File: src/rtl/rau_pkg.sv
package rau_pkg;

  localparam int OperandWidth = 32;
  localparam int MagWidth = OperandWidth;
  localparam int ProdWidth = 2 * OperandWidth;
  localparam int ShiftWidth = $clog2(ProdWidth + 1);
  localparam int DivCountWidth = $clog2(ProdWidth + 1);

  typedef logic [ProdWidth-1:0] prod_t;

  typedef enum logic [1:0] {
    KIND_ADD = 2'd0,
    KIND_SUB = 2'd1,
    KIND_MUL = 2'd2,
    KIND_DIV = 2'd3
  } kind_t;

  typedef enum logic [1:0] {
    ST_OK = 2'd0,
    ST_ZERO_DEN = 2'd1,
    ST_DIV_ZERO = 2'd2,
    ST_OVERFLOW = 2'd3
  } status_t;

  typedef enum logic [1:0] {
    GCD_IDLE,
    GCD_STRIP,
    GCD_RUN
  } gcd_state_t;

  typedef enum logic [3:0] {
    SEQ_IDLE,
    SEQ_GCD_DEN,
    SEQ_MUL_DEN,
    SEQ_WAIT_GCD_DEN,
    SEQ_DIV_LCM,
    SEQ_WAIT_DIV_LCM,
    SEQ_SCALE,
    SEQ_SCALE_B,
    SEQ_SUM,
    SEQ_GCD_RES,
    SEQ_WAIT_GCD_RES,
    SEQ_DIV_NUM,
    SEQ_WAIT_DIV_NUM,
    SEQ_DIV_DEN,
    SEQ_WAIT_DIV_DEN,
    SEQ_DONE
  } seq_state_t;

  typedef struct packed {
    logic neg;
    logic [MagWidth-1:0] mag;
  } operand_t;

  function automatic operand_t take_operand(input logic [31:0] raw);
    operand_t r;
    logic [OperandWidth-1:0] v;
    v = raw[OperandWidth-1:0];
    r.neg = v[OperandWidth-1];
    r.mag = r.neg ? MagWidth'(-v) : MagWidth'(v);
    return r;
  endfunction

endpackage

File: src/rtl/rau_div.sv
module rau_div (
  input  logic                              clk,
  input  logic                              rst,
  input  logic                              start,
  input  logic [rau_pkg::ProdWidth-1:0]     dividend,
  input  logic [rau_pkg::ProdWidth-1:0]     divisor,
  output logic                              done,
  output logic [rau_pkg::ProdWidth-1:0]     quotient
);

  logic busy;
  logic [rau_pkg::DivCountWidth-1:0] count;
  logic [rau_pkg::ProdWidth-1:0] rem, dsr;
  logic [rau_pkg::ProdWidth:0] trial;

  // restoring division, one quotient bit a cycle
  assign trial = {rem, quotient[rau_pkg::ProdWidth-1]} - {1'b0, dsr};

  always_ff @(posedge clk) begin
    if (rst) begin
      busy <= 1'b0;
      done <= 1'b0;
      count <= '0;
    end else begin
      done <= 1'b0;
      if (start) begin
        busy <= 1'b1;
        count <= rau_pkg::DivCountWidth'(rau_pkg::ProdWidth);
      end else if (busy) begin
        count <= count - 1'b1;
        if (count == rau_pkg::DivCountWidth'(1)) begin
          busy <= 1'b0;
          done <= 1'b1;
        end
      end
    end
  end

  always_ff @(posedge clk) begin
    if (start) begin
      rem <= '0;
      dsr <= divisor;
      quotient <= dividend;
    end else if (busy) begin
      if (!trial[rau_pkg::ProdWidth]) begin
        rem <= trial[rau_pkg::ProdWidth-1:0];
        quotient <= {quotient[rau_pkg::ProdWidth-2:0], 1'b1};
      end else begin
        rem <= {rem[rau_pkg::ProdWidth-2:0], quotient[rau_pkg::ProdWidth-1]};
        quotient <= {quotient[rau_pkg::ProdWidth-2:0], 1'b0};
      end
    end
  end

  property p_done_after_busy;
    @(posedge clk) disable iff (rst) done |-> $past(busy);
  endproperty
  a_done_after_busy: assert property (p_done_after_busy) else $error("div done idle");

  property p_no_start_busy;
    @(posedge clk) disable iff (rst) start |-> !busy;
  endproperty
  a_no_start_busy: assert property (p_no_start_busy) else $error("div start while busy");

  property p_count_zero_idle;
    @(posedge clk) disable iff (rst) !busy |-> count == '0 || $past(start) == 1'b0;
  endproperty
  a_count_zero_idle: assert property (p_count_zero_idle) else $error("div count");

endmodule

File: config.mk
export PLATFORM = sky130hd
export DESIGN_NAME = rau_div
export DESIGN_NICKNAME = d
export VERILOG_FILES = /design/src/rtl/rau_pkg.sv /design/src/rtl/rau_div.sv
export SDC_FILE = /design/constraint.sdc
export NUM_CORES = 1
export LEC_CHECK = 0
export ABC_AREA = 1
export CORE_MARGIN = 10
export CORE_UTILIZATION = 50
export CTS_BUF_LIST = sky130_fd_sc_hd__clkbuf_8
export DETAILED_ROUTE_END_ITERATION = 10
export DONT_BUFFER_PORTS = 1
export MAX_ROUTING_LAYER = met4
export PLACE_DENSITY = 0.68
export SLEW_MARGIN = 10
export SYNTH_ARGS = -nofsm -noshare
export SYNTH_HDL_FRONTEND = slang
export SYNTH_SLANG_ARGS = --single-unit
File: constraint.sdc
create_clock -name clk -period 2.8 [get_ports clk]
set_input_delay 0.28 -clock clk [delete_from_list [all_inputs] [get_ports clk]]
set_output_delay 0.28 -clock clk [all_outputs]
set_load 0.05 [all_outputs]
# --- Word level (Yosys, flattened, before mapping) ---
# Index checks and enable logic that the tools add are counted.
op_classes:
  n_reduce_logical: 3
  n_eq_ne: 1
  n_bitwise: 1
  n_mux: 10
  n_addsub: 2
op_table:
  columns: ["operator", "n"]
  rows:
  - ["two-way mux 64 bit", 3]
  - ["subtractor 65 x 64 -> 65 bit", 1]
  - ["two-way mux 7 bit", 2]
  - ["== test 7 x 1 -> 1 bit (second input constant)", 1]
  - ["subtractor 7 x 1 -> 7 bit (second input constant)", 1]
  - ["two-way mux 1 bit", 5]
  - ["OR reduction 3 bit", 1]
  - ["nonzero test 2 bit", 1]
  - ["OR reduction 2 bit", 1]
  - ["inverter 1 bit", 1]
totals:
  reg_bits: 201
  word_cells: 24
  in_bits: 131
  output_inout_bits: 65

# --- Longest topological paths before layout ---
# Gate-level depths: netlist of the first run.
logic_depth:
  word_depth: 4
  mapped_depth: 21
  mapped_depth_nobuf: 19

# --- Worst setup path after synthesis of the first run ---
# Ideal clock, no wire load.
synth_timing:
  path_kind: "register to register"
  start: "register quotient[63] (netlist name)"
  end: "register quotient[0] (netlist name), data pin"
  slack_ps: -83
  stages_incl_launch_ff: 20
  arrival_time_ps: 2617
  synth_period_minus_slack_ps: 2883
  n_path_buf: 2
  setup_ps: 266
  cell_sequence: "edfxtp_1 -> inv_1 -> ha_1 -> fa_1 -> inv_1 -> nand2_1 -> nand2_1 -> nand3_1 -> nand2_2 -> nand2_1 -> nand2_2 -> nand2_1 -> nand2_2 -> nand2_2 -> nand2_2 -> nand2_2 -> nand2_2 -> buf_12 -> buf_6 -> o21ai_1"
synth_via:
  elab_chain_cells: 4
synth_lines:
  columns: ["element", "line_no", "text"]
  rows:
  - ["start, declared", "rau_div.sv:8", "output logic [rau_pkg::ProdWidth-1:0] quotient"]
  - ["start signal, assigned", "rau_div.sv:43", "quotient <= dividend;"]
  - ["start signal, assigned", "rau_div.sv:47", "quotient <= {quotient[rau_pkg::ProdWidth-2:0], 1'b1};"]
  - ["start signal, assigned", "rau_div.sv:50", "quotient <= {quotient[rau_pkg::ProdWidth-2:0], 1'b0};"]
  - ["subtractor 65 x 64 -> 65 bit", "rau_div.sv:17", "assign trial = {rem, quotient[rau_pkg::ProdWidth-1]} - {1'b0, dsr};"]
  - ["two-way mux 1 bit", "rau_div.sv:45", "if (!trial[rau_pkg::ProdWidth]) begin"]
  - ["two-way mux 64 bit", "rau_div.sv:44", "end else if (busy) begin"]
  - ["two-way mux 64 bit", "rau_div.sv:40", "if (start) begin"]
# No other way between the ends. The select of a mux whose other input is x is not followed.
# A chain may end at the register's enable or synchronous reset.

# --- Worst setup path after layout of the first run ---
layout_timing:
  start: "register dsr[45] (netlist name)"
  end: "register rem[5] (netlist name)"
layout_via:
  elab_chain_cells: 2
layout_lines:
  columns: ["element", "line_no", "text"]
  rows:
  - ["start, declared", "rau_div.sv:13", "logic [rau_pkg::ProdWidth-1:0] rem, dsr;"]
  - ["start signal, assigned", "rau_div.sv:42", "dsr <= divisor;"]
  - ["subtractor 65 x 64 -> 65 bit", "rau_div.sv:17", null]
  - ["two-way mux 64 bit", "rau_div.sv:45", null]
  - ["end signal, assigned", "rau_div.sv:46", "rem <= trial[rau_pkg::ProdWidth-1:0];"]
  - ["end signal, assigned", "rau_div.sv:49", "rem <= {rem[rau_pkg::ProdWidth-2:0], quotient[rau_pkg::ProdWidth-1]};"]
  - ["end, declared", "rau_div.sv:13", null]
# No other way between the ends.

==> results of run 1 <==
==> state kept, by name, summed over array words and instances, names as in the netlist <==
register  count
count         7
quotient     64
rem          64
busy          1
dsr          64
done          1
==> power by group through the flow <==
stage / Combinational (µW) / Clock [µW] / Sequential [µW]
detailed placement: 699 / 0 / 3890
global route: 1030 / 3080 / 3860
CTS: 898 / 2940 / 3840
floorplan: 535 / 0 / 3850
global placement: 691 / 0 / 3890
finish: 927 / 2880 / 3840
==> timing repair <==
action / in CTS / in global routing
hold buffers: 147 / 0
endpoints found under the setup margin: 0 / 57
hold endpoints to repair: 201 / 0
gates resized for setup: 0 / 14
==> logic make-up (layout without fill, tap and decap cells) <==
family	Yosys count	count (layout)	share of synthesized area
AOI/OAI and AO/OA	71	71	0.02536
xor gates and xnor gates	33	33	0.01921
adders and majority gates	67	67	0.05622
buffers and inverters	553	746	0.1463
DFF	201	201	0.3526
other	0	1	0
and+or+nand+nor	1374	1375	0.4003
==> path summary, 6_finish.rpt <==
kind	start	endpoint	slack (ps)
setup / recovery	dsr[45]	rem[5]	160
hold / removal	start	rem[62]	200
setup reg to reg	dsr[45]	rem[5]	160
hold reg to reg	rem[18]	rem[18]	470
==> metrics by stage <==
stage / cells / total power (µW) / setup slack (ps) / setup TNS [ps] / hold WS [ps]
global route: 2884 / 7965 / -1.190 / -1.190 / 203.7
finish: 2884 / 7646 / 159.4 / 0 / 195.2
global placement: 2663 / 4584 / 184.8 / 0 / 351.9
floorplan: 2299 / 4381 / 4.106 / 0 / 349.1
detailed placement: 2663 / 4590 / 156.4 / 0 / 352.6
CTS: 2874 / 7676 / 130.9 / 0 / 165.1
==> routing by layer <==
metal,vias up,GRT usage
li1,7183,-
met1,6283,0.3032
met2,557,0.3926
met3,72,0.04979
met4,0,0.06409
met5,-,-
==> synthesized netlist by cell type, types with 4 or more instances <==
cell type,count,share of area
a21oi_1,48,0.016
a21oi_2,4,0.0023
buf_12,6,0.0080
buf_2,10,0.0033
clkbuf_1,22,0.0055
dfxtp_1,73,0.097
edfxtp_1,128,0.26
ha_1,66,0.055
inv_1,503,0.13
inv_2,9,0.0022
nand2_1,1036,0.26
nand2_2,24,0.010
nand2_4,41,0.031
nand3_1,79,0.026
nand3_2,41,0.027
nand3b_1,10,0.0050
nand4_1,8,0.0033
nor2_1,106,0.026
nor2_2,7,0.0029
nor3_1,14,0.0047
o21ai_0,14,0.0047
xnor2_1,26,0.015
xor2_1,7,0.0041
==> worst max-delay path, cell delays in order, from the launching register on <==
cell and delay, ps:
edfxtp_1 320, inv_1 40, ha_1 380, nand2_1 140
nand2_1 90, a21oi_2 240, nand2_1 120, inv_1 60
nand2_1 100, a21oi_4 190, nand3_2 230, nand2_8 200
clkbuf_16 210, nand2_1 60, nand3_1 70, nand2_1 50
==> cell type report <==
class                           instances  share of cell area
Multi-Input combinational cell       1546              0.4241
Sequential cell                       201              0.2950
Inverter                              512              0.1069
Timing Repair Buffer                  170              0.1049
Clock buffer                           43             0.03290
Tap cell                              390             0.02713
Clock inverter                         21            0.008974
Antenna cell                            1           0.0001391
==> impl_metrics.csv, run 1 <==
group,metric,value,unit
status,status,"complete, no violations",
placement,dp_hpwl,33.69,mm
cells_and_area,nNetsFinal,2664,
placement,io_buffers,0,
route,ant_nets,0,
pwr,seqPwrFrac,0.502,
clocking,clockRootBuffer,"clkbuf_8",
synthesis,synth.lib_cells_used.distinct,34,
clocking,tritoncts_sink_count,201,
synthesis,flip_flop_cell_with_the_highest_count_after_synthesis,"edfxtp_1",
cells_and_area,most_frequent_cells_in_the_layout,"1034 x nand2_1, 506 x inv_1, 146 x dlygate4sd3_1",
sta,setup_viol,0,
global_routing,antenna_violations_before_repair,1,
cells_and_area,seq_area,5305,µm²
synthesis,synth.yosys.seq_area_share,0.3526,
pwr,clock_power_share,0.377,
route,finalWirelength,47.54,mm
sta,timing.fmax,0.3787,GHz
route,top_routing_layer_in_use,"met4",
die,design.die.area,37430,µm²
die,design.portCount,196,
cells_and_area,count_of_filler_cells_inserted_in_the_layout,2739,
clocking,cts_buffer_depth,3,
clocking,clk_pin_slew_worst_paths,60,ps
critical_path,crit_required,3230,ps
cells_and_area,utilization,0.6068,
route,met2_length,22.01,mm
critical_path,timing.critical_path.to_type,"flop",
sta,relSlewSlack,0.3064,
synthesis,syn_nets,2497,
critical_path,critPathArrivalTime,3070,ps
cells_and_area,mostFrequentLayoutCell,"nand2_1",
sta,max_slew.worst_pin.slew,1040,ps
die,core_area,29640,µm²
global_routing,via_count_of_the_first_global_routing_pass,13710,
route,detail_route.wirelength.met1,20.37,mm
placement,placed_area,15480,µm²
flow_run,cap_viol_max_count,0,
pwr,power.net_switching,2314,µW
sta,clock_skew,35.65,ps
cells_and_area,post_synthesis_to_final_layout_area_growth,19.54,%
min_path,min_delay_path_depth,4,
route,drt_pre_antenna_iters,6,
cells_and_area,post_route_cells_drive_above_1_share,0.08865,
critical_path,worst-setup-path-type,"reg -> reg",
critical_path,cp-start-kind,"flop",
critical_path,path_max_fanout,16,
pwr,p_int,5332,µW
clocking,tritoncts,"done",
die,initial_core_util,0.5076,
clocking,tritoncts.num_buffers,35,
route,met3_length,4.019,mm
clocking,post_cts_buffers,0,
min_path,hp-class,"in -> reg",
synthesis,synth_async_sr_flop_share,0,
global_routing,grt_start_max_net_pins,113,
route,dr.first_iter.drc_count,1054,
route,detailroute.via_count,14100,
pwr,vdd.ir_drop.worst,0.0004664,V
synthesis,synth-warning-count,0,
critical_path,rr_worst_depth,15,
synthesis,avgSynthCellArea,6.544,µm²
pwr,swShare,0.3027,
cells_and_area,fin_area,17990,µm²
global_routing,grt_use_total,0.2428,
sta,final-hold-violation-count,0,
die,die_w,193.5,µm
synthesis,synth_edf_count,128,
sta,final.min_clock_period,2641,ps
pwr,power_leakage,0.009722,µW
die,chipHeight,193.5,µm
sta,timing.final.max_slew_violations,0,
synthesis,synth-seq-cells,201,
route,routed_wire_length_per_instance,16.48,µm
sta,min_period_over_period,0.9431,
clocking,clock_tree.htree_level_count,2,
pwr,power-per-cell-area,425.1,nW/µm²
cells_and_area,multi_input_logic_area,7629,µm²
global_routing,gr-total-overflow,0,
placement,place.gp.congestion,0.9845,
die,rows,63,
route,vias_per_cell,4.887,
global_routing,wire_length_of_the_first_global_routing_pass,72.92,mm
pwr,power_frac_comb,0.121,
synthesis,syn-cell-area,15050,µm²
route,post-route-drc-count,0,
clocking,clk-insertion-delay-late,550,ps
synthesis,syn-instance-count,2299,
(Power assumes the default switching activity.)
==> run 2, diff against run 1 <==
- ABC_AREA: 1 -> default
- CORE_ASPECT_RATIO: default -> 0.7
==> run 2 against run 1 <==
  * The flow now finishes with violations (setup timing)
  * Register-to-register slack got worse by 530 ps
  * Flip-flop and latch count did not move
  * Synthesized area is 22% lower
  * Clock-buffer cell count fell by 12
  * Worst setup slack worse by 530 ps
  * Combinational power rose to 2.7 times the previous value
  * Critical endpoint is now rem[41]
==> impl_metrics.csv, run 2 <==
group,metric,value,unit
sta,timing.final.max_slew_violations,0,
sta,timing.fmax,0.3152,GHz
clocking,tritoncts.num_buffers,31,
global_routing,groute.layer.met1.usage,0.3204,
cells_and_area,post_synthesis_to_final_layout_area_growth,44.07,%
critical_path,timing.critical_path.to_type,"flop",
pwr,vdd.ir_drop.worst,0.0004559,V
clocking,tritoncts_sink_count,201,
global_routing,grtUsageMet3,0.06576,
synthesis,synth-warning-count,0,
placement,dp_hpwl,24.09,mm
synthesis,synth_async_sr_flop_share,0,
synthesis,post-synth-top-area-fraction,0.3265,
synthesis,synth.lib_cells_used.distinct,66,
critical_path,worst-setup-path-type,"reg -> reg",
cells_and_area,fin_area,16960,µm²
synthesis,avgSynthCellArea,10.14,µm²
route,vias_per_cell,5.615,
clocking,tritoncts,"done",
sta,setup_tns,-16610,ps
die,initial_core_util,0.5140,
critical_path,worst_path_max_delay_cell,"edfxtp_1",
min_path,hp-class,"in -> reg",
critical_path,crit_required,3310,ps
global_routing,via_count_of_the_first_global_routing_pass,11100,
status,failed_checks,"setup timing",
critical_path,critPathArrivalTime,3680,ps
route,dr.first_iter.drc_count,782,
route,post-route-drc-count,0,
clocking,clockRootBuffer,"clkbuf_8",
pwr,power_leakage,0.007095,µW
sta,final.min_clock_period,3173,ps
critical_path,path_max_fanout,15,
status,status,"finished with violations",
global_routing,gr-total-overflow,0,
cells_and_area,nNetsFinal,1791,
clocking,clock_tree.htree_level_count,1,
sta,relSlewSlack,0.2826,
route,ant_nets,0,
placement,place.gp.congestion,0.9389,
synthesis,syn-cell-area,11770,µm²
critical_path,cp-start-kind,"flop",
route,drt_pre_antenna_iters,5,
die,design.portCount,196,
sta,timing.hold.ws,144.9,ps
sta,max_slew.worst_pin.slew,1072,ps
clocking,cts_buffer_depth,3,
cells_and_area,utilization,0.7405,
die,design.die.area,30180,µm²
flow_run,cap_viol_max_count,0,
sta,min_period_over_period,1.133,
critical_path,critical-path-top-delay-family,"compound AO/OA/AOI/OAI gates",
clocking,clk-insertion-delay-late,620,ps
synthesis,flip_flop_cell_with_the_highest_count_after_synthesis,"edfxtp_1",
route,detailroute.via_count,10840,
synthesis,syn-instance-count,1161,
synthesis,synth.most_common_cell,"edfxtp_1",
sta,clock_skew,24.39,ps
route,finalWirelength,38.98,mm
cells_and_area,most_frequent_cells_in_the_layout,"248 x buf_4, 197 x dlygate4sd3_1, 128 x edfxtp_1",
placement,placed_area,13800,µm²
cells_and_area,post_route_cells_drive_above_1_share,0.2871,
global_routing,antenna_violations_before_repair,3,
global_routing,grt_start_max_net_pins,115,
critical_path,max_stage_delay,440,ps
global_routing,grt_util_met2,0.3961,
global_routing,grt-busiest-layer,"met2",
sta,final-hold-violation-count,0,
synthesis,synth_edf_count,128,
sta,setup_viol,65,
clocking,clk_pin_slew_worst_paths,70,ps
die,core_area,22910,µm²
die,rows,46,
route,routed_wire_length_per_instance,20.19,µm
die,chipHeight,148.4,µm
cells_and_area,mostFrequentLayoutCell,"buf_4",
synthesis,synth.largest_area_cell,"edfxtp_1",
critical_path,timing.critical_path.buf_inv,4,
synthesis,synth-seq-cells,201,
global_routing,wire_length_of_the_first_global_routing_pass,60.84,mm
synthesis,ys_top_cells_by_count,"128 x edfxtp_1, 97 x nor2_1, 88 x inv_1, 85 x a21oi_1, 73 x dfxtp_1",
critical_path,critical_path.cell_chain,"inv_2, ha_4, a21o_1, a221oi_4, buf_6, o31ai_4, and4b_2, o41a_1, o21a_4, buf_12, buf_4, mux2i_1, a211oi_1",
synthesis,syn_nets,1359,
synthesis,main_area_contributors_after_synthesis,"edfxtp_1 33%, dfxtp_1 12%, ha_1 7.0%",
sta,postLayoutSetupSlackWorst,-372.9,ps
global_routing,grt_use_total,0.2564,
pwr,power-per-cell-area,521.8,nW/µm²
sta,grt_setup_unrepaired,"true",
die,die_w,203.4,µm
cells_and_area,largest_registers,"dsr: 64 flops, quotient: 64 flops, rem: 64 flops",
placement,io_buffers,0,
synthesis,synth.yosys.seq_area_share,0.4506,
run 2: worst reg2reg max path: stages, from the launching register on:
cell and delay (ps):
edfxtp_1 440, inv_2 120, ha_4 210, a21o_1 210, a221oi_4 370, buf_6 160, o31ai_4 60, and4b_2 260
o41a_1 410, o21a_4 190, buf_12 170, buf_4 140, mux2i_1 110, a211oi_1 220
run 2: cell type report:
cell class                      count  area, µm²
Antenna cell                        3      7.507
Clock buffer                       31      426.7
Clock inverter                     25      141.4
Fill cell                        1633       5944
Inverter                           88      330.3
Multi-Input combinational cell    814       6337
Sequential cell                   201       5309
Tap cell                          312      390.4
Timing Repair Buffer              457       4020
run 2: routing by layer:
layer,vias to the layer above,routed length (µm)
met4,0,1348
met1,5190,16800
met5,-,0
li1,5136,-
met3,103,2875
met2,413,17950
run 2: worst paths after layout:
path | cells after the start | slack (ps) | to | from
worst min register to register | 2 | 480 | rem[61] | rem[61]
worst min-delay path | 3 | 140 | rem[53] | start
worst max register to register | 13 | -370 | rem[41] | dsr[4]
worst max-delay path | 13 | -370 | rem[41] | dsr[4]
run 2: logic make-up after synthesis:
kind of cell / Yosys count / synth area share
xor gates and xnor gates: 63 / 0.04687
DFF: 201 / 0.4506
buffers and inverters: 147 / 0.05218
adders and majority gates: 67 / 0.07184
AOI/OAI and AO/OA: 299 / 0.1667
muxes: 114 / 0.1037
and+or+nand+nor: 270 / 0.1081
run 2: report_power, final:
group          leakage, µW  internal (µW)  switching, µW
combinational      0.00491           1290           1190
sequential         0.00187           3440            527
clock             0.000317           1130           1270
run 2: stage by stage:
step,instances,setup WS [ps],total power (µW)
finish,1931,-372.9,8852
global route,1931,-438.5,9256
CTS,1919,-249.1,8685
detailed placement,1657,-455.2,5916
global placement,1657,-396.7,5877
floorplan,1161,-343.8,5136
run 2: repair_timing:
item,in CTS,in global routing
cloned,1,0
endpoints found under the setup margin,65,66
pin swaps,22,14
gates resized for setup,75,38
setup buffers,7,9
endpoints found under the hold margin,252,0
hold buffers,198,0
==> run 3, diff against run 2 <==
- REMOVE_ABC_BUFFERS: default -> 1
==> run 3 against run 2 <==
  * The run ends with hold timing, setup timing left
  * Total power grew 4.0%
  * Sequential power is essentially flat
  * Wire length grew 0.75%
  * Clock power grew 9.2%
  * Non-clock buffer count grew 26
  * Design area grew 4.8%
  * Worst setup slack gained 32 ps
  * Flip-flop and latch count is the same
  * Final cell count grew 1.6%
  * Combinational power grew 5%
  * Critical path depth grew 2
  * Clock-buffer cell count grew 7
==> impl_metrics.csv, run 3 (synthesis results as in run 2) <==
group,metric,value,unit
status,status,"finished with violations",
status,failed_checks,"hold timing, setup timing",
cells_and_area,post_route_cells_drive_above_1_share,0.3518,
route,dr.first_iter.drc_count,854,
sta,final-hold-violation-count,13,
die,design.portCount,196,
min_path,hp-class,"in -> reg",
pwr,power_leakage,0.007368,µW
clocking,clockRootBuffer,"clkbuf_8",
cells_and_area,mostFrequentLayoutCell,"buf_4",
clocking,cts_buffer_depth,3,
critical_path,cp-start-kind,"flop",
route,drt_pre_antenna_iters,6,
global_routing,antenna_violations_before_repair,2,
route,vias_per_cell,5.555,
die,chipHeight,148.4,µm
pwr,vdd.ir_drop.worst,0.0004504,V
critical_path,worst_r2r_startpoint,"dsr[34]",
route,finalWirelength,39.27,mm
global_routing,grt_use_total,0.2521,
sta,grt_setup_unrepaired,"true",
route,routed_wire_length_per_instance,20.03,µm
placement,place.gp.congestion,0.9590,
cells_and_area,nNetsFinal,1820,
route,detailroute.via_count,10890,
sta,max_slew.worst_pin.slew,1255,ps
critical_path,critPathArrivalTime,3620,ps
sta,final.min_clock_period,3141,ps
sta,clock_skew,33.73,ps
sta,min_period_over_period,1.122,
critical_path,setup.worst_path.start,"dsr[34]",
sta,postLayoutSetupSlackWorst,-341.2,ps
cells_and_area,most_frequent_cells_in_the_layout,"280 x buf_4, 182 x dlygate4sd3_1, 128 x edfxtp_1",
global_routing,wire_length_of_the_first_global_routing_pass,59.75,mm
critical_path,worst-setup-path-type,"reg -> reg",
critical_path,crit_required,3270,ps
global_routing,grt_start_max_net_pins,186,
clocking,tritoncts.num_buffers,34,
sta,timing.hold.ws,-120.9,ps
placement,dp_hpwl,24.48,mm
placement,placedCellCount,1678,
cells_and_area,post_synthesis_to_final_layout_area_growth,50.98,%
placement,placed_area,13900,µm²
sta,timing.fmax,0.3183,GHz
cells_and_area,post_layout_nonfiller_instances,1961,
cells_and_area,largest_registers,"dsr: 64 flops, quotient: 64 flops, rem: 64 flops",
clocking,clk-insertion-delay-late,560,ps
die,rows,46,
die,design.die.area,30180,µm²
clocking,tritoncts_sink_count,201,
die,die_w,203.4,µm
clocking,clk_pin_slew_worst_paths,70,ps
sta,setup_viol,65,
critical_path,timing.critical_path.to_type,"flop",
flow_run,cap_viol_max_count,0,
placement,io_buffers,0,
critical_path,end_of_the_critical_path,"rem[23]",
global_routing,gr-total-overflow,0,
die,initial_core_util,0.5140,
pwr,power-per-cell-area,518.0,nW/µm²
clocking,tritoncts,"done",
placement,pre_cts_ws,-490.7,ps
clocking,holdBufCountCts,182,
sta,setup_tns,-13780,ps
sta,timing.final.max_slew_violations,0,
pwr,post-layout-total-power,9209,µW
global_routing,via_count_of_the_first_global_routing_pass,10940,
clocking,clock_tree.htree_level_count,2,
critical_path,crit-reg2reg-capture,"rem[23]",
route,ant_nets,0,
die,core_area,22910,µm²
critical_path,path_max_fanout,7,
cells_and_area,fin_area,17780,µm²
route,post-route-drc-count,0,
critical_path,reg2reg_setup_slack,-340,ps
critical_path,rr_worst_depth,15,
sta,relSlewSlack,0.1604,
==> run 3: area by class of cell <==
cell class | count | area, µm²
timing repair buffer | 483 | 4235
fill | 1484 | 5131
antenna | 3 | 7.507
multi-input combinational | 814 | 6853
clock buffer | 38 | 523.0
tap | 312 | 390.4
sequential | 201 | 5309
clock inverter | 22 | 127.6
inverter | 88 | 330.3
==> run 3: critical path, stage by stage (launching register included) <==
cell	delay [ps]
edfxtp_1	390
inv_1	120
ha_4	230
buf_4	150
nand4_1	180
inv_2	90
a32oi_2	250
a211oi_2	90
a211o_1	310
o41a_1	360
o21a_4	200
buf_12	160
buf_16	150
o21ai_4	150
a21oi_2	50
a211oi_2	180
==> run 3: how the worst min path moves through the flow <==
stage               cells after the start  slack [ps]   from      end
global route                            1        -210  start  rem[54]
floorplan                               1         350  start  rem[28]
global placement                        1         350    rst     busy
CTS                                     1        -200  start  rem[54]
finish                                  1        -120  start  rem[54]
detailed placement                      1         350    rst     busy
==> run 3: per-stage QoR <==
| step | utilization | hold slack [ps] |
|---|---|---|
| floorplan | - | 349.1 |
| global placement | 0.6067 | 348.1 |
| detailed placement | 0.6067 | 350.1 |
| CTS | 0.7433 | -203.0 |
| global route | 0.7759 | -210.8 |
| finish | 0.7760 | -120.9 |
==> run 3: power breakdown <==
part           internal, µW  switching, µW
registers              3440            529
logic                  1380           1230
clock network          1350           1270
==> run 3: per-layer routing <==
layer,up-vias,GRT usage,share of wire
li1,5177,-,-
met1,5187,0.3231,0.43
met2,452,0.3842,0.46
met3,77,0.07205,0.084
met4,0,0.06731,0.021
met5,-,-,0
==> run 3: repair_timing <==
item / CTS / global route
endpoints found under the hold margin: 252 / 112
setup endpoints to repair: 65 / 65
gates resized for setup: 97 / 139
setup buffers: 19 / 21
pin swaps: 39 / 52
gates cloned: 4 / 0
